[src/hdl/spr_pkg.sv]
package spr_pkg;

  typedef struct packed {
    logic [7:0] character;
    logic       final_char;
  } char_beat_t;

  typedef struct packed {
    logic [1:0] status;
    logic [1:0] slot;
    logic [7:0] path_length;
  } result_t;

  localparam logic [1:0] ST_OK       = 2'd0;
  localparam logic [1:0] ST_INVALID  = 2'd1;
  localparam logic [1:0] ST_TOO_LONG = 2'd2;

  // Header positions: 0 to 3 walk through the word "boot".
  localparam logic [2:0] POS_SLOT  = 3'd4;
  localparam logic [2:0] POS_COLON = 3'd5;
  localparam logic [2:0] POS_SLASH = 3'd6;
  localparam logic [2:0] POS_PATH  = 3'd7;

  localparam logic [7:0] CHAR_PRINT_LOW  = 8'h20;
  localparam logic [7:0] CHAR_PRINT_HIGH = 8'h7e;
  localparam logic [7:0] CHAR_ZERO       = 8'h30;
  localparam logic [7:0] CHAR_THREE      = 8'h33;
  localparam logic [7:0] CHAR_COLON      = 8'h3a;
  localparam logic [7:0] CHAR_DOT        = 8'h2e;
  localparam logic [7:0] CHAR_SLASH      = 8'h2f;
  localparam logic [7:0] CHAR_BACKSLASH  = 8'h5c;

  localparam logic [1:0] COMP_LEN_SAT = 2'd3;

  function automatic logic [7:0] header_letter(input logic [1:0] idx);
    logic [7:0] letter;
    unique case (idx)
      2'd0:    letter = 8'h62;
      2'd1:    letter = 8'h6f;
      2'd2:    letter = 8'h6f;
      default: letter = 8'h74;
    endcase
    return letter;
  endfunction

endpackage

[src/hdl/spr_scan.sv]
module spr_scan
  import spr_pkg::*;
#(
  parameter int PATH_CAPACITY = 256
) (
  input  logic       clk,
  input  logic       rst,
  input  logic       take,
  input  char_beat_t beat,
  output result_t    result
);

  localparam int CW = $clog2(PATH_CAPACITY + 1);

  logic [2:0]    pos, pos_next;
  logic [1:0]    err, err_next;
  logic [1:0]    slot, slot_next;
  logic [CW-1:0] count, count_next, count_inc;
  logic [1:0]    comp_len, comp_len_next;
  logic          all_dots, all_dots_next;
  logic          do_path, stepped, comp_bad, end_bad, char_bad;
  logic [7:0]    c;
  logic [1:0]    st;
  logic [CW+7:0] count_wide;

  always_comb begin
    c             = beat.character;
    pos_next      = pos;
    err_next      = err;
    slot_next     = slot;
    count_next    = count;
    comp_len_next = comp_len;
    all_dots_next = all_dots;
    do_path       = 1'b0;
    stepped       = 1'b0;
    count_inc     = count + 1'b1;
    comp_bad      = (comp_len == 2'd0) || (comp_len != COMP_LEN_SAT && all_dots);
    char_bad      = (c < CHAR_PRINT_LOW) || (c > CHAR_PRINT_HIGH) || (c == CHAR_BACKSLASH);

    if (err == ST_OK) begin
      priority if (pos < POS_SLOT) begin
        if (c != header_letter(pos[1:0])) err_next = ST_INVALID;
        else pos_next = pos + 3'd1;
      end else if (pos == POS_SLOT) begin
        if (c < CHAR_ZERO || c > CHAR_THREE) begin
          err_next = ST_INVALID;
        end else begin
          slot_next = c[1:0];
          pos_next  = POS_COLON;
        end
      end else if (pos == POS_COLON) begin
        if (c != CHAR_COLON) err_next = ST_INVALID;
        else pos_next = POS_SLASH;
      end else if (pos == POS_SLASH) begin
        pos_next = POS_PATH;
        do_path  = (c != CHAR_SLASH);
      end else begin
        do_path = 1'b1;
      end
    end

    if (do_path) begin
      if (c == CHAR_SLASH) begin
        if (comp_bad) begin
          err_next = ST_INVALID;
        end else begin
          comp_len_next = 2'd0;
          all_dots_next = 1'b1;
          stepped       = 1'b1;
        end
      end else if (char_bad) begin
        err_next = ST_INVALID;
      end else begin
        if (comp_len != COMP_LEN_SAT) comp_len_next = comp_len + 2'd1;
        all_dots_next = all_dots && (c == CHAR_DOT);
        stepped       = 1'b1;
      end
    end

    // The count never passes the capacity, since reaching it latches an error.
    if (stepped) begin
      count_next = count_inc;
      if (count_inc == CW'(PATH_CAPACITY)) err_next = ST_TOO_LONG;
    end

    end_bad = (comp_len_next == 2'd0) ||
              (comp_len_next != COMP_LEN_SAT && all_dots_next);
    st = err_next;
    if (st == ST_OK && (pos_next != POS_PATH || end_bad)) st = ST_INVALID;

    count_wide         = {8'd0, count_next};
    result.status      = st;
    result.slot        = (st == ST_OK) ? slot_next : 2'd0;
    result.path_length = (st == ST_OK) ? count_wide[7:0] : 8'd0;
  end

  always_ff @(posedge clk) begin
    if (rst || (take && beat.final_char)) begin
      pos      <= 3'd0;
      err      <= ST_OK;
      slot     <= 2'd0;
      count    <= '0;
      comp_len <= 2'd0;
      all_dots <= 1'b1;
    end else if (take) begin
      pos      <= pos_next;
      err      <= err_next;
      slot     <= slot_next;
      count    <= count_next;
      comp_len <= comp_len_next;
      all_dots <= all_dots_next;
    end
  end

endmodule

[config.mk]
export PLATFORM = sky130hd
export DESIGN_NAME = spr_scan
export DESIGN_NICKNAME = d
export VERILOG_FILES = /design/src/hdl/spr_pkg.sv /design/src/hdl/spr_scan.sv
export SDC_FILE = /design/constraint.sdc
export NUM_CORES = 1
export LEC_CHECK = 0
export BUFFER_PORTS_ARGS = -buffer_cell sky130_fd_sc_hd__buf_4
export CORE_ASPECT_RATIO = 1.2
export CORE_MARGIN = 4
export CORE_UTILIZATION = 59
export DETAILED_ROUTE_END_ITERATION = 10
export GPL_ROUTABILITY_DRIVEN = 0
export PLACE_DENSITY = 0.9
export REMOVE_ABC_BUFFERS = 1
export SYNTH_ARGS = -nofsm -noshare
export SYNTH_HDL_FRONTEND = slang
export SYNTH_SLANG_ARGS = --single-unit
[constraint.sdc]
create_clock -name clk -period 4.29 [get_ports clk]
set_input_delay 0.2145 -clock clk [delete_from_list [all_inputs] [get_ports clk]]
set_output_delay 0.2145 -clock clk [all_outputs]
set_load 0.03 [all_outputs]
==> results of run 1 <==
==> synthesized netlist by cell type, drive strengths merged (3+ instances only) <==
cell    number
nor3b        3
nand2       18
clkbuf      11
o21ai        8
nor3         6
inv         15
buf          6
or3          7
and2         6
and3         3
nor4        12
nand3       15
a211oi      19
ha           6
a21o         3
dfxtp       19
nor2        28
a21oi       19
nand4        7
==> repair_timing <==
item                       CTS  global route
gates resized for setup      0             1
setup endpoints to repair    0             1
hold buffers                 0             0
buffers inserted             0             0
==> area by class of cell <==
type,instances,area [um^2],area share (%)
Clock buffer,3,22.5,1.05
Clock inverter,1,5.00,0.234
Inverter,15,56.3,2.64
Multi-Input combinational cell,213,1450,67.7
Sequential cell,19,380,17.8
Tap cell,36,45.0,2.11
Timing Repair Buffer,24,180,8.44
==> where the power goes <==
part	internal (mW)	leakage (nW)	switching, mW
Combinational	0.0206	0.543	0.0396
Clock	0.0348	0.0177	0.0613
Sequential	0.179	0.154	0.00302
==> metal layers <==
metal | track usage (%) | part of all wire, % | vias up
li1 | - | - | 1034
met2 | 42.7 | 50 | 68
met4 | 10.8 | 2.8 | 0
met5 | 0 | 0 | -
met1 | 33.2 | 42 | 990
met3 | 2.74 | 5.0 | 16
==> kinds of logic after synthesis <==
logic type	count (synthesis)	synth area share [%]
AO/OA/AOI/OAI	76	27.8
XOR/XNOR	3	1.34
adder cells (fa/ha/maj)	7	4.34
buffers and inverters	32	7.08
flip-flops	19	19.4
multiplexers	4	2.17
AND/OR/NAND/NOR	123	37.8
==> path summary, 6_finish.rpt <==
| kind | from | endpoint | slack, ns | cells after the start |
|---|---|---|---|---|
| worst max register to register | pos[0] | count[4] | 1.08 | 8 |
| worst min-delay path | beat[1] | slot[0] | 0.23 | 3 |
| worst max-delay path | pos[0] | result[1] | 0.31 | 9 |
| worst min register to register | slot[0] | slot[0] | 0.47 | 2 |
==> stage by stage <==
stage | instances | setup WS (ns) | hold slack (ns)
4_1_cts | 311 | 0.199 | 0.225
3_3_place_gp | 307 | 0.660 | 0.445
3_5_place_dp | 307 | 0.584 | 0.453
6_report | 311 | 0.309 | 0.232
5_1_grt | 311 | 0.100 | 0.210
2_1_floorplan | 247 | 0.655 | 0.309
==> registers in the layout, summed over array words and instances (netlist names) <==
register,count
pos,3
slot,2
err,2
all_dots,1
comp_len,2
count,9
==> worst reg2reg max path, cell delays in order, from the launching register on <==
cell and delay [ns]:
dfxtp_1 0.48, inv_1 0.14, ha_1 0.31, nor4b_1 0.37
nand2_1 0.17, nor4_2 0.71, a21oi_1 0.35, nor3_1 0.25
mux2_1 0.34
==> results.yml, run 1 <==
die:
  die_area_um2: 4310
  initial_util_pct: 62.5
  fp.coreArea_um2: 3140
  die_height_um: 71.2
  ioPinCount: 24
  rows: 22
  fp.dieW_um: 60.6
layout:
  antenna-diode-count: 0
  fillers: 281
  syn_to_final_growth_pct: 8.93
  mostFrequentLayoutCells: "nor2_1, buf_4, a211oi_1, a21oi_1, dfxtp_1"
  finish.net_count: 294
  post-route-cell-area_um2: 2140
  drive_above_1_share_pct: 17.1
  mostFrequentLayoutCell: "nor2_1"
  finalCoreUtilization_pct: 68.1
route:
  drtIter0Drc: 177
  route.vias.total: 2108
  totalWireLength_um: 5210
  drc: 0
  drt-pass1-iter-count: 4
  vias_per_cell: 6.78
  route.detailed.wl_per_inst_um: 16.7
  route.antenna.remaining_nets: 0
timing:
  final-hold-violation-count: 0
  clock-skew-final_ns: 0.00628
  final-setup-viol-count: 0
  fin_crit_ns: 3.98
  layout_worst_path_cycle_share_pct: 92.8
  slew_viol_final: 0
  grt_setup_unrepaired: "false"
  totalNegativeSetupSlack_ns: 0
  max_freq_mhz: 251
  slew_headroom_pct: 48.1
  tightest_slew_ns: 0.772
power_and_ir_drop:
  vdd_ir_drop_max_mv: 0.133
  power_density_nw_per_um2: 158
  leakage_power_nw: 0.714
  totalPowerFinal_uw: 338
flow_run:
  max_cap_viol_count: 0
critical_path:
  critical_path.n_buffers_inverters: 2
  worst_ep_arrival_time_ns: 3.77
  critical_path.slowest_cell: "or3_1"
  critical_path.max_fanout: 12
  critical_path.startpoint_type: "register"
  timing.critical_path.cells: "inv_1 -> ha_1 -> or4b_4 -> or3_4 -> nor2_4 -> a21oi_1 -> or3_1 -> a2111oi_2 -> buf_4"
  worst_path_dominant_cell_family: "simple AND/OR/NAND/NOR gates"
  worst-setup-path-type: "reg2out"
  setup.worst_path.end_class: "primary output"
  crit_path_max_incr_delay_ns: 0.60
  required_time_worst_endpoint_ns: 4.08
logic_synthesis:
  number_of_different_library_cells_in_the_post_synthesis_netlist: 61
  syn-cell-area_um2: 1960
  ys_top_cells_by_area: "dfxtp_1, a211oi_1, nor4_2, nor2_1, a21oi_1"
  synth_enable_flop_cells: 0
  synth-seq-cells: 19
  yosys_warnings: 0
  synth_top_area_cell: "dfxtp_1"
  area_share_of_the_leading_cell_type_in_the_synthesized_netlist_pct: 19.4
  ys_seq_area_share_pct: 19.4
  synth_ff_type: "dfxtp_1"
  ys_async_sr_fraction_pct: 0
  synth_cells: 264
  synth_area_per_cell_um2: 7.43
cts:
  clkSinkCount: 19
  cts.htree.levels: 1
  cts.path.max_buffers: 2
  cts_root_buf: "clkbuf_4"
  path_clk_slew_ns: 0.12
  tritoncts: "done"
  clk-insertion-delay-late_ns: 0.31
  cts_buffers: 3
run_status:
  status: "completed"
global_route:
  maximum_number_of_pins_on_one_net_before_global_route_repair: 24
  globalRouteOverflowTotal: 0
  grt_first_pass_wirelength_um: 8910
  initial_antenna_violation_count: 0
  number_of_global_route_vias_before_repair: 1983
  gr_usage_total_pct: 25.8
place:
  hpwlAfterDp_um: 3900
  placed_cell_area_um2: 2100
  portBuffers: 23
worst_hold_path:
  holdCritPathClass: "in2reg"
Power figures use the tool's default switching activity.
==> inputs of run 2 (changes only) <==
--- a/config.mk
+++ b/config.mk
@@ -11,8 +11,9 @@
 export CORE_UTILIZATION = 59
 export DETAILED_ROUTE_END_ITERATION = 10
 export GPL_ROUTABILITY_DRIVEN = 0
-export PLACE_DENSITY = 0.9
+export PLACE_DENSITY = 0.81
 export REMOVE_ABC_BUFFERS = 1
+export SETUP_SLACK_MARGIN = 0.5
 export SYNTH_ARGS = -nofsm -noshare
 export SYNTH_HDL_FRONTEND = slang
 export SYNTH_SLANG_ARGS = --single-unit
==> results.yml, run 2 (same netlist as run 1, synthesis figures left out) <==
layout:
  antenna-diode-count: 0
  post-route-cell-area_um2: 2190
  top_register: "count"
  fillers: 287
  syn_to_final_growth_pct: 11.8
  finalCoreUtilization_pct: 69.9
  mostFrequentLayoutCells: "nor2_1, buf_4, a211oi_1, a21oi_1, nand2_1"
  multi_input_combinational_cell_area_um2: 1480
  top_regs: "count x9, pos x3"
  finish.net_count: 298
  drive_above_1_share_pct: 19.4
  area.sequential_um2: 385
  largest_register_ffs: 9
  stdcell_count: 315
place:
  dpl.cell_count: 308
  hpwlAfterDp_um: 3870
  placed_cell_area_um2: 2110
  place_ws_ns: 0.572
  portBuffers: 23
timing:
  slew_viol_final: 0
  tightest_slew_ns: 0.727
  final-setup-viol-count: 0
  slew_headroom_pct: 51.6
  layout_worst_path_cycle_share_pct: 85.2
  final-hold-violation-count: 0
  grt_setup_unrepaired: "true"
  totalNegativeSetupSlack_ns: 0
  fin_crit_ns: 3.65
  layout_setup_ws_ns: 0.636
  clock-skew-final_ns: 0.00749
  max_freq_mhz: 274
  fin_worst_hold_slack_ns: 0.231
critical_path:
  critical_path.slowest_cell: "or4b_4"
  cp_common_cell: "or4b_4"
  timing.reg2reg.worst_path_depth: 10
  worst-setup-path-type: "reg2out"
  critical_path.n_buffers_inverters: 2
  worst_path_dominant_cell_family: "simple AND/OR/NAND/NOR gates"
  setup.worst_path.end_class: "primary output"
  required_time_worst_endpoint_ns: 4.08
  timing.critical_path.cells: "inv_1 -> ha_2 -> or4b_4 -> or3_4 -> o32ai_2 -> a211oi_1 -> or4b_4 -> nor4_2 -> buf_4"
  critical_path.startpoint_type: "register"
  worst_ep_arrival_time_ns: 3.44
  crit_path_max_incr_delay_ns: 0.62
  timing.critical_path.depth: 9
  register_to_register_setup_slack_ns: 1.33
  critical_path.max_fanout: 8
cts:
  tritoncts: "done"
  cts.path.max_buffers: 2
  hold_buffers: 0
  cts_root_buf: "clkbuf_4"
  path_clk_slew_ns: 0.11
  clk-insertion-delay-late_ns: 0.30
  clkSinkCount: 19
  cts.htree.levels: 1
  cts_buffers: 3
route:
  totalWireLength_um: 5390
  drtIter0Drc: 173
  route.antenna.remaining_nets: 0
  drt-pass1-iter-count: 7
  drc: 0
  route.vias.total: 2127
  vias_per_cell: 6.75
  route.detailed.wl_per_inst_um: 17.1
global_route:
  initial_antenna_violation_count: 0
  grt_first_pass_wirelength_um: 8830
  maximum_number_of_pins_on_one_net_before_global_route_repair: 24
  number_of_global_route_vias_before_repair: 1957
  globalRouteOverflowTotal: 0
  gr_usage_total_pct: 26.0
die:
  die_area_um2: 4310
  fp.dieW_um: 60.6
  die_height_um: 71.2
  rows: 22
  ioPinCount: 24
  fp.coreArea_um2: 3140
  initial_util_pct: 62.5
worst_hold_path:
  hold_crit_depth: 3
  holdCritPathClass: "in2reg"
power_and_ir_drop:
  power_density_nw_per_um2: 153
  vdd_ir_drop_max_mv: 0.160
  leakage_power_nw: 0.746
  totalPowerFinal_uw: 334
flow_run:
  max_cap_viol_count: 0
run_status:
  status: "completed"
-- run 2: worst reg2reg max path, delay by kind of cell (launching register included) --
kind / cells / cell delay [ns]
muxes: 1 / 0.33
AOI/OAI and AO/OA: 1 / 0.22
adders and majority gates: 1 / 0.24
buffers and inverters: 3 / 0.38
DFF: 1 / 0.40
and+or+nand+nor: 4 / 1.28
-- run 2: repair_timing --
item / 4_1_cts / 5_1_grt
gates cloned: 0 / 1
resized for setup: 3 / 5
pin swaps: 2 / 1
setup buffers: 2 / 0
endpoints found under the setup margin: 10 / 10
-- run 2: per-layer routing --
layer	share of wire, %	GRT usage [%]	routed length (um)	vias up
li1	-	-	-	1040
met1	42	30.7	2270	994
met2	50	45.4	2690	74
met3	4.5	2.92	244	19
met4	3.3	11.6	179	0
met5	0	0	0	-
-- run 2: final timing paths --
check / from / to
hold / removal: beat[2] / slot[1]
hold reg to reg: slot[0] / slot[0]
setup / recovery: pos[0] / result[6]
setup reg to reg: pos[0] / count[4]
-- run 2: cell type report --
| class | instances | share of cell area (%) |
|---|---|---|
| clock buffers | 4 | 1.20 |
| inverters | 15 | 2.57 |
| multi-input cells | 214 | 67.4 |
| flip-flops and latches | 19 | 17.6 |
| well taps | 36 | 2.05 |
| repair buffers | 27 | 9.25 |
-- run 2: power by group --
part | switching, mW | internal [mW]
clock network | 0.0548 | 0.0363
registers | 0.00304 | 0.178
logic | 0.0403 | 0.0216
==> inputs of run 3 (changes only) <==
--- a/config.mk
+++ b/config.mk
@@ -8,10 +8,10 @@
 export BUFFER_PORTS_ARGS = -buffer_cell sky130_fd_sc_hd__buf_4
 export CORE_ASPECT_RATIO = 1.2
 export CORE_MARGIN = 4
-export CORE_UTILIZATION = 59
+export CORE_UTILIZATION = 53
 export DETAILED_ROUTE_END_ITERATION = 10
 export GPL_ROUTABILITY_DRIVEN = 0
-export PLACE_DENSITY = 0.81
+export PLACE_DENSITY = 0.77
 export REMOVE_ABC_BUFFERS = 1
 export SETUP_SLACK_MARGIN = 0.5
 export SYNTH_ARGS = -nofsm -noshare
==> constraint.sdc (replaced) <==
create_clock -name clk -period 3.3 [get_ports clk]
set_input_delay 0.165 -clock clk [delete_from_list [all_inputs] [get_ports clk]]
set_output_delay 0.165 -clock clk [all_outputs]
set_load 0.03 [all_outputs]
==> results.yml, run 3 (same netlist as run 1, synthesis figures left out) <==
worst_hold_path:
  timing.hold.worst.start: "beat[2]"
  holdCritPathClass: "in2reg"
  whs_endpoint: "slot[1]"
  hold_crit_depth: 3
timing:
  totalNegativeSetupSlack_ns: -0.208
  clock-skew-final_ns: 0.00256
  final-hold-violation-count: 0
  fin_worst_hold_slack_ns: 0.229
  max_freq_mhz: 297
  layout_worst_path_cycle_share_pct: 102
  layout_setup_ws_ns: -0.0724
  grt_setup_unrepaired: "true"
  slew_headroom_pct: 47.4
  slew_viol_final: 0
  final-setup-viol-count: 4
  fin_crit_ns: 3.37
  tightest_slew_ns: 0.788
critical_path:
  worst_r2r_startpoint: "pos[0]"
  critical_path.n_buffers_inverters: 3
  timing.rr.end: "count[4]"
  cp_common_cell: "or4b_4"
  worst_ep_arrival_time_ns: 3.21
  crit_path_max_incr_delay_ns: 0.59
  critical_path.slowest_cell: "or4b_4"
  critical_path.max_fanout: 3
  worst_path_dominant_cell_family: "simple AND/OR/NAND/NOR gates"
  timing.critical_path.cells: "inv_4 -> ha_4 -> or4b_4 -> or3_4 -> o32ai_4 -> a211oi_2 -> or4b_4 -> buf_12 -> nor4_4 -> buf_6"
  timing.reg2reg.worst_path_depth: 9
  required_time_worst_endpoint_ns: 3.13
  setup.worst_path.end_class: "primary output"
  register_to_register_setup_slack_ns: 0.62
  critical_path.startpoint_type: "register"
  worst-setup-path-type: "reg2out"
die:
  ioPinCount: 24
  rows: 23
  die_height_um: 74.6
  fp.dieW_um: 63.5
  die_area_um2: 4740
  fp.coreArea_um2: 3450
  initial_util_pct: 56.8
cts:
  cts.path.max_buffers: 2
  hold_buffers: 0
  path_clk_slew_ns: 0.08
  cts_buffers: 3
  tritoncts: "done"
  clkSinkCount: 19
  cts.htree.levels: 1
  cts_root_buf: "clkbuf_8"
  clk-insertion-delay-late_ns: 0.26
layout:
  top_register: "count"
  drive_above_1_share_pct: 31.3
  top_regs: "count x9, pos x3"
  stdcell_count: 331
  largest_register_ffs: 9
  finish.net_count: 313
  finalCoreUtilization_pct: 72.7
  antenna-diode-count: 0
  mostFrequentLayoutCells: "buf_4, nor2_1, nand2_1, a211oi_1, a21oi_1"
  syn_to_final_growth_pct: 28.1
  mostFrequentLayoutCell: "buf_4"
global_route:
  gr_usage_total_pct: 24.3
  grt_first_pass_wirelength_um: 9290
  number_of_global_route_vias_before_repair: 2055
  maximum_number_of_pins_on_one_net_before_global_route_repair: 24
  initial_antenna_violation_count: 0
  globalRouteOverflowTotal: 0
route:
  route.vias.total: 2194
  drtIter0Drc: 197
  drc: 0
  drt-pass1-iter-count: 4
  totalWireLength_um: 5900
  route.antenna.remaining_nets: 0
  vias_per_cell: 6.63
  route.detailed.wl_per_inst_um: 17.8
flow_run:
  max_cap_viol_count: 0
power_and_ir_drop:
  totalPowerFinal_uw: 513
  vdd_ir_drop_max_mv: 0.150
  power_density_nw_per_um2: 204
  leakage_power_nw: 0.881
place:
  dpl.cell_count: 319
  hpwlAfterDp_um: 3990
  portBuffers: 23
run_status:
  failed_checks: "setup timing"
  status: "finished, violations left"
## run 3: cell count changes in the layout (fill, tap and decap cells not counted), sizes merged
cell,before,now
buf,27,42
clkbuf,4,3
clkinv,0,1
## run 3: worst max-delay path by stage
stage	from	end	slack [ns]	depth (start not counted)
6_report	pos[0]	result[7]	-0.07	10
5_1_grt	pos[1]	result[4]	-0.12	10
4_1_cts	pos[0]	result[7]	-0.07	10
3_5_place_dp	pos[1]	result[7]	0.13	9
3_3_place_gp	pos[1]	result[7]	0.16	9
2_1_floorplan	pos[0]	result[1]	-0.29	8
## run 3: metal layers
| layer | vias up | GRT usage (%) | share of wire [%] |
|---|---|---|---|
| met2 | 57 | 43.9 | 53 |
| li1 | 1077 | - | - |
| met4 | 0 | 10.8 | 2.4 |
| met1 | 1046 | 29.5 | 41 |
| met5 | - | 0 | 0 |
| met3 | 14 | 2.84 | 4.2 |
## run 3: layout make-up
type	count	area, um^2
repair buffers	42	347
fillers	263	942
clock inverters	1	5.00
inverters	15	58.8
clock buffers	3	41.3
well taps	37	46.3
flip-flops and latches	19	384
multi-input cells	214	1630
## run 3: tightest hold or removal path: stages
cell and delay, ns:
buf_4 0.15, nand3_1 0.08, a21oi_1 0.05
## run 3: timing repair
action	in CTS	in global routing
setup endpoints to repair	12	15
endpoints found under the hold margin	0	0
pin swaps	17	7
gates cloned	1	0
resized for setup	20	22
setup buffers	6	1
## run 3: metrics by stage
stage	area (um^2)	setup slack [ns]
after floorplan	1880	-0.285
after global placement	2190	0.157
after detailed placement	2190	0.130
after CTS	2400	-0.0698
after global routing	2510	-0.125
final	2510	-0.0724
## run 3: power breakdown
group / leakage (nW) / internal, mW / switching [mW]
registers: 0.155 / 0.232 / 0.00336
clock network: 0.0255 / 0.0842 / 0.0870
logic: 0.701 / 0.0414 / 0.0647
total: 0.881 / 0.358 / 0.155
